## config.mk

```make
export PLATFORM = sky130hd
export DESIGN_NAME = dtvf_ctrl
export DESIGN_NICKNAME = d
export VERILOG_FILES = /design/src/rtl/core/dtvf_pkg.sv /design/src/rtl/core/dtvf_ctrl.sv
export SDC_FILE = /design/constraint.sdc
export NUM_CORES = 1
export LEC_CHECK = 0
export ABC_AREA = 1
export CAP_MARGIN = 20
export CORE_AREA = 3 3 40 42
export DETAILED_ROUTE_END_ITERATION = 7
export DIE_AREA = 0 0 43 45
export DONT_BUFFER_PORTS = 1
export MAX_ROUTING_LAYER = met4
export SETUP_SLACK_MARGIN = 0.5
export SLEW_MARGIN = 5
export SYNTH_ARGS = -nofsm -noshare
export SYNTH_HDL_FRONTEND = slang
export SYNTH_SLANG_ARGS = --single-unit
```

## constraint.sdc

```tcl
create_clock -name clk -period 1.4 [get_ports clk]
set_clock_uncertainty 0.1 [all_clocks]
set_input_delay 0.35 -clock clk [delete_from_list [all_inputs] [get_ports clk]]
set_output_delay 0.35 -clock clk [all_outputs]
set_load 0.1 [all_outputs]
```

## src/rtl/core/dtvf_pkg.sv

```systemverilog
// Shared types and constants for the depth temporal variance filter.
`timescale 1ns / 1ps

package dtvf_pkg;

	// Field widths of the stream items and registers
	localparam int FIELD_W     = 16;
	localparam int DEPTH_W     = 12;
	localparam int LIMIT_W     = 30;
	localparam int OFFSET_W    = 16;
	localparam int IN_TDATA_W  = 48;
	localparam int OUT_TDATA_W = 32;

	// Configuration port
	localparam int CFG_IDX_W  = 1;
	localparam int CFG_DATA_W = 30;

	localparam logic [CFG_IDX_W-1:0] REG_DEV_LIMIT   = 1'b0;
	localparam logic [CFG_IDX_W-1:0] REG_CLIP_OFFSET = 1'b1;

	localparam logic [LIMIT_W-1:0]  DEV_LIMIT_RST   = 30'd1000;
	localparam logic [OFFSET_W-1:0] CLIP_OFFSET_RST = 16'd300;

	// Raw samples above this value are invalid and read as zero
	localparam logic [FIELD_W-1:0] INVALID_ABOVE = 16'd4090;

	// Commands from the controller to the datapath
	typedef struct packed {
		logic clear;   // write a zero word at the clear address
		logic load;    // capture the input item
		logic read;    // read the pixel's history word
		logic update;  // replace the current slot, write back, set up accumulation
		logic accum;   // square and accumulate one history lane
		logic finish;  // load the output register
	} dtvf_cmd_t;

	// Status from the datapath to the controller
	typedef struct packed {
		logic clear_last;  // last address of the clearing pass
		logic accum_last;  // last accumulation step; the final lane is summed at its end
		logic out_free;    // output register can take a result
	} dtvf_status_t;

endpackage

```

## src/rtl/core/dtvf_ctrl.sv

```systemverilog
// Controller state machine for the depth temporal variance filter.
`timescale 1ns / 1ps

module dtvf_ctrl (
	input  logic                  clk,
	input  logic                  arst_n,
	input  logic                  in_tvalid,
	output logic                  in_tready,
	output dtvf_pkg::dtvf_cmd_t   cmd,
	input  dtvf_pkg::dtvf_status_t status
);

	typedef enum logic [2:0] {
		S_CLEAR,
		S_IDLE,
		S_READ,
		S_UPDATE,
		S_ACCUM,
		S_FINISH
	} ctrl_state_t;

	ctrl_state_t state_q;
	logic        ready_q;

	// Sequence one item at a time; ready is high only while waiting for an item
	always_ff @(posedge clk or negedge arst_n) begin
		if (!arst_n) begin
			state_q <= S_CLEAR;
			ready_q <= 1'b0;
		end else begin
			case (state_q)
				S_CLEAR: begin
					if (status.clear_last) begin
						state_q <= S_IDLE;
						ready_q <= 1'b1;
					end
				end
				S_IDLE: begin
					if (in_tvalid) begin
						state_q <= S_READ;
						ready_q <= 1'b0;
					end
				end
				S_READ: begin
					state_q <= S_UPDATE;
				end
				S_UPDATE: begin
					state_q <= S_ACCUM;
				end
				S_ACCUM: begin
					if (status.accum_last) begin
						state_q <= S_FINISH;
					end
				end
				S_FINISH: begin
					if (status.out_free) begin
						state_q <= S_IDLE;
						ready_q <= 1'b1;
					end
				end
				default: begin
					state_q <= S_CLEAR;
					ready_q <= 1'b0;
				end
			endcase
		end
	end

	assign in_tready = ready_q;

	// Decode commands from the state
	always_comb begin
		cmd        = '0;
		cmd.clear  = (state_q == S_CLEAR);
		cmd.load   = ready_q && in_tvalid;
		cmd.read   = (state_q == S_READ);
		cmd.update = (state_q == S_UPDATE);
		cmd.accum  = (state_q == S_ACCUM);
		cmd.finish = (state_q == S_FINISH) && status.out_free;
	end

`ifndef SYNTHESIS
	// Ready tracks the idle state exactly
	a_ready_idle: assert property (@(posedge clk) disable iff (!arst_n)
		ready_q == (state_q == S_IDLE))
		else $error("ready out of step with idle state");
`endif

endmodule

```

After elaboration in Yosys (flattened, before gate mapping)
Cells that the tools add are included.
{"block": "word_totals", "ff_bits": 4, "in_bits": 6, "output_inout_bits": 7}
{"block": "op_classes", "eq_ne": 9, "muxes": 9, "bitwise": 1, "reduce_logical": 6}
{"cell": "3-bit case mux with 6 select lines", "n": 1}
{"cell": "3-bit two-way mux", "n": 4}
{"cell": "4-bit AND reduction", "n": 2}
{"cell": "3-bit by 2-bit == test with 1-bit output, second input constant", "n": 2}
{"cell": "3-bit == test, second input constant", "n": 2}
{"cell": "2-bit by 1-bit inequality test with 1-bit output, second input constant", "n": 2}
{"cell": "2-bit inequality test, second input constant", "n": 2}
{"cell": "1-bit case mux with 4 select lines", "n": 1}
{"cell": "3-bit by 1-bit == test with 1-bit output, second input constant", "n": 1}
{"cell": "3-bit logical NOT", "n": 1}
{"cell": "1-bit two-way mux", "n": 3}
{"cell": "3-bit OR reduction", "n": 1}
{"cell": "1-bit logical AND", "n": 2}
{"cell": "1-bit NOT", "n": 1}

Longest topological paths before layout
{"block": "logic_depth", "depth_word": 4, "depth_mapped": 8}

Least setup slack after synthesis
No wires, ideal clock.
{"block": "synth_timing", "path_type": "register to output", "from": "reg state_q[1]", "to": "out cmd[0] (netlist name)", "t_arrival_ns": 1.878, "required_ns": 0.950, "slack_ns": -0.928, "path_stages_with_launch": 4, "path_buffers": 0, "cell_sequence": "dfrtp_1 > inv_2 > nand3_2 > nor2_1"}
{"element": "from (decl)", "line_no": "dtvf_ctrl.sv:22", "rtl": "ctrl_state_t state_q;"}
{"element": "from (signal assigned)", "line_no": "dtvf_ctrl.sv:28", "rtl": "state_q <= S_CLEAR;"}
{"element": "from (signal assigned)", "line_no": "dtvf_ctrl.sv:34", "rtl": "state_q <= S_IDLE;"}
{"element": "from (signal assigned)", "line_no": "dtvf_ctrl.sv:40", "rtl": "state_q <= S_READ;"}
{"element": "to (decl)", "line_no": "dtvf_ctrl.sv:9", "rtl": "output dtvf_pkg::dtvf_cmd_t cmd,"}

==> out/qor.yml <==
routing:
  drc: 0
  wl_per_cell_um: 10.70
  drt-vias-per-instance: 4.308
  drtAntennaViolNets: 0
  drtIter0Drc: 1
  vias: 392
  drtPass1Iterations: 2
  wirelength_um: 974
layout:
  antennaDiodeCount: 0
  layout-drive-gt1-share: 0.6316
  area_delta_synth_final_pct: 101.4
  fin_util: 0.5492
  nets: 84
  n_fill_cell: 127
timing:
  maxSlewHeadroom: 0.8698
  setup_viol: 10
  hold_violations: 0
  fin_crit_ps: 1670
  clock.fmax_mhz: 598.9
  slew_viol_final: 0
  rsz0062_at_grt: "yes"
  fin_crit_sh: 1.193
  worst_slew_pin_slew_ps: 194.7
  worst_slack_ps: -269.7
critical_path:
  critPathMaxFanout: 5
  reg2reg_depth: 9
  crit_chain: "nor2_4 -> nand2_2 -> clkinvlp_4 -> buf_12"
  worst-setup-path-type: "reg -> out"
  critPathMaxStageDelay_ps: 440
  crit_required_ps: 950
  end_kind: "output port"
  critPathArrivalTime_ps: 1220
  crit_slowest_cell: "dfrtp_2"
  critPathLaunchType: "register"
clocking:
  clock_path_buffers: 2
  cts_tree: "done"
  cts_made_buffers: 3
  cts.root.buffer_cell: "clkbuf_4"
  cts_sinks: 4
  clock_latency_ps: 240
  htreeDepth: 1
  clk_pin_slew_ps: 40
logic_synthesis:
  yosysUniqueCellTypes: 13
  synth_area_um2: 350.3
  synth_fp_nets: 60
  seq_area_frac_synth: 0.2857
  avgSynthCellArea_um2: 6.488
  synth_top_area_share: 0.2857
  ys_ff_latch: 4
  yosys-top-cells-area: "dfrtp_1 (29%), nand2_1 (18%), inv_1 (9.6%), nand3_1 (7.1%), nor2_2 (7.1%)"
  ys_warn_count: 0
  netlist_instances: 54
  synth_largest_area_cell: "dfrtp_1"
run:
  drv_cap: 0
floorplanning:
  placeableCoreArea_um2: 1285
  die_area_um2: 1935
  die_x_um: 43
  ioPinCount: 13
  die_h_um: 45
  start_util: 0.2726
  core.rowCount: 13
worst_hold_path:
  hp-class: "in -> async"
run_status:
  violations: "setup timing"
  status: "complete, but fails checks"
global_route:
  grt_pass1_wl_um: 1656
  grt_usage: 0.1204
  grt_pass1_vias: 403
  grt_max_degree: 7
  grt_antenna_before_repair: 0
  overflow: 0
placed_design:
  hpwl_um: 734.6
  gp_congestion: 0.8002
  io_buffers: 0
  dp_slack_ps: -12.86
[cells in the final DEF, fill, tap and decap left out]
| cell type | netlist | layout |
|---|---|---|
| a21oi_1 | 1 | 1 |
| buf_12 | 0 | 8 |
| buf_4 | 0 | 10 |
| clkbuf_4 | 0 | 3 |
| clkinvlp_4 | 0 | 5 |
| dfrtp_2 | 0 | 3 |
| dfrtp_4 | 0 | 1 |
| dlygate4sd3_1 | 0 | 1 |
| inv_1 | 9 | 4 |
| inv_2 | 4 | 4 |
| nand2_1 | 17 | 15 |
| nand2_2 | 1 | 1 |
| nand2_4 | 1 | 3 |
| nand3_1 | 5 | 5 |
| nand3_2 | 2 | 1 |
| nand3_4 | 0 | 1 |
| nand3b_1 | 2 | 2 |
| nor2_2 | 4 | 3 |
| nor2_4 | 2 | 5 |
[final cells by class]
cell class	count	area [µm²]	area share
inverter	13	67.56	0.09574
clock buffer	3	22.52	0.03191
multi-input combinational	37	244.0	0.3457
tap	15	18.77	0.02660
timing repair buffer	19	245.2	0.3475
sequential	4	107.6	0.1525
[per-layer routing]
metal | track usage | routed length [µm]
met2 | 0.2096 | 513
met5 | - | 0
met3 | 0.05578 | 80
met1 | 0.1286 | 380
met4 | 0.01807 | 0
[state kept, by name, indices dropped and copies added, names as in the netlist]
| register | count |
|---|---|
| state_q | 3 |
| in_tready | 1 |
[synth_stat cells (all sizes together)]
| cell | n |
|---|---|
| a21oi | 1 |
| nor2 | 8 |
| dfrtp | 4 |
| nand2 | 19 |
| nand3 | 7 |
| inv | 13 |
| nand3b | 2 |
[repair_timing]
item	in CTS	in global routing
endpoints found under the hold margin	4	0
hold buffers	1	0
gates resized for setup	3	0
setup endpoints to repair	11	11
cloned	0	0
pin swaps	3	3
buffers inserted	3	2
[worst max-delay path, delay by kind of cell (launching register included)]
family | cells | cell delay (ps)
AND/OR/NAND/NOR | 2 | 270
buffers and inverters | 2 | 270
flip-flops | 1 | 440
[cells by family after synthesis]
| group | share of synthesized area |
|---|---|
| AO/OA/AOI/OAI | 0.01427 |
| buffers and inverters | 0.1393 |
| flip-flops | 0.2857 |
| AND/OR/NAND/NOR | 0.5607 |
[through the flow]
| stage | setup TNS [ps] | cell area [µm²] | instances | hold WS, ps |
|---|---|---|---|---|
| final | -1535 | 705.7 | 91 | 282.0 |
| after global routing | -2104 | 705.7 | 91 | 297.3 |
| after CTS | -1204 | 690.7 | 89 | 291.8 |
| after detailed placement | -12.86 | 623.1 | 82 | -45.48 |
| after global placement | 0 | 623.1 | 82 | -45.45 |
| after floorplan | -750.3 | 419.2 | 54 | -45.59 |
[final timing paths]
kind,slack (ps),end,from
max,-270,cmd[1],state_q[0]$_DFFE_PN0P_
min,280,in_tready$_DFFE_PN0P_,arst_n
max reg2reg,-100,state_q[2]$_DFFE_PN0P_,state_q[0]$_DFFE_PN0P_
min reg2reg,460,state_q[0]$_DFFE_PN0P_,state_q[0]$_DFFE_PN0P_
max in group asynchronous,720,state_q[1]$_DFFE_PN0P_,arst_n
min in group clk,310,state_q[0]$_DFFE_PN0P_,status[2]
Power is left out: the tool's default activity adds up to more than one toggle a clock period on the data nets, which glitch-free logic cannot reach.
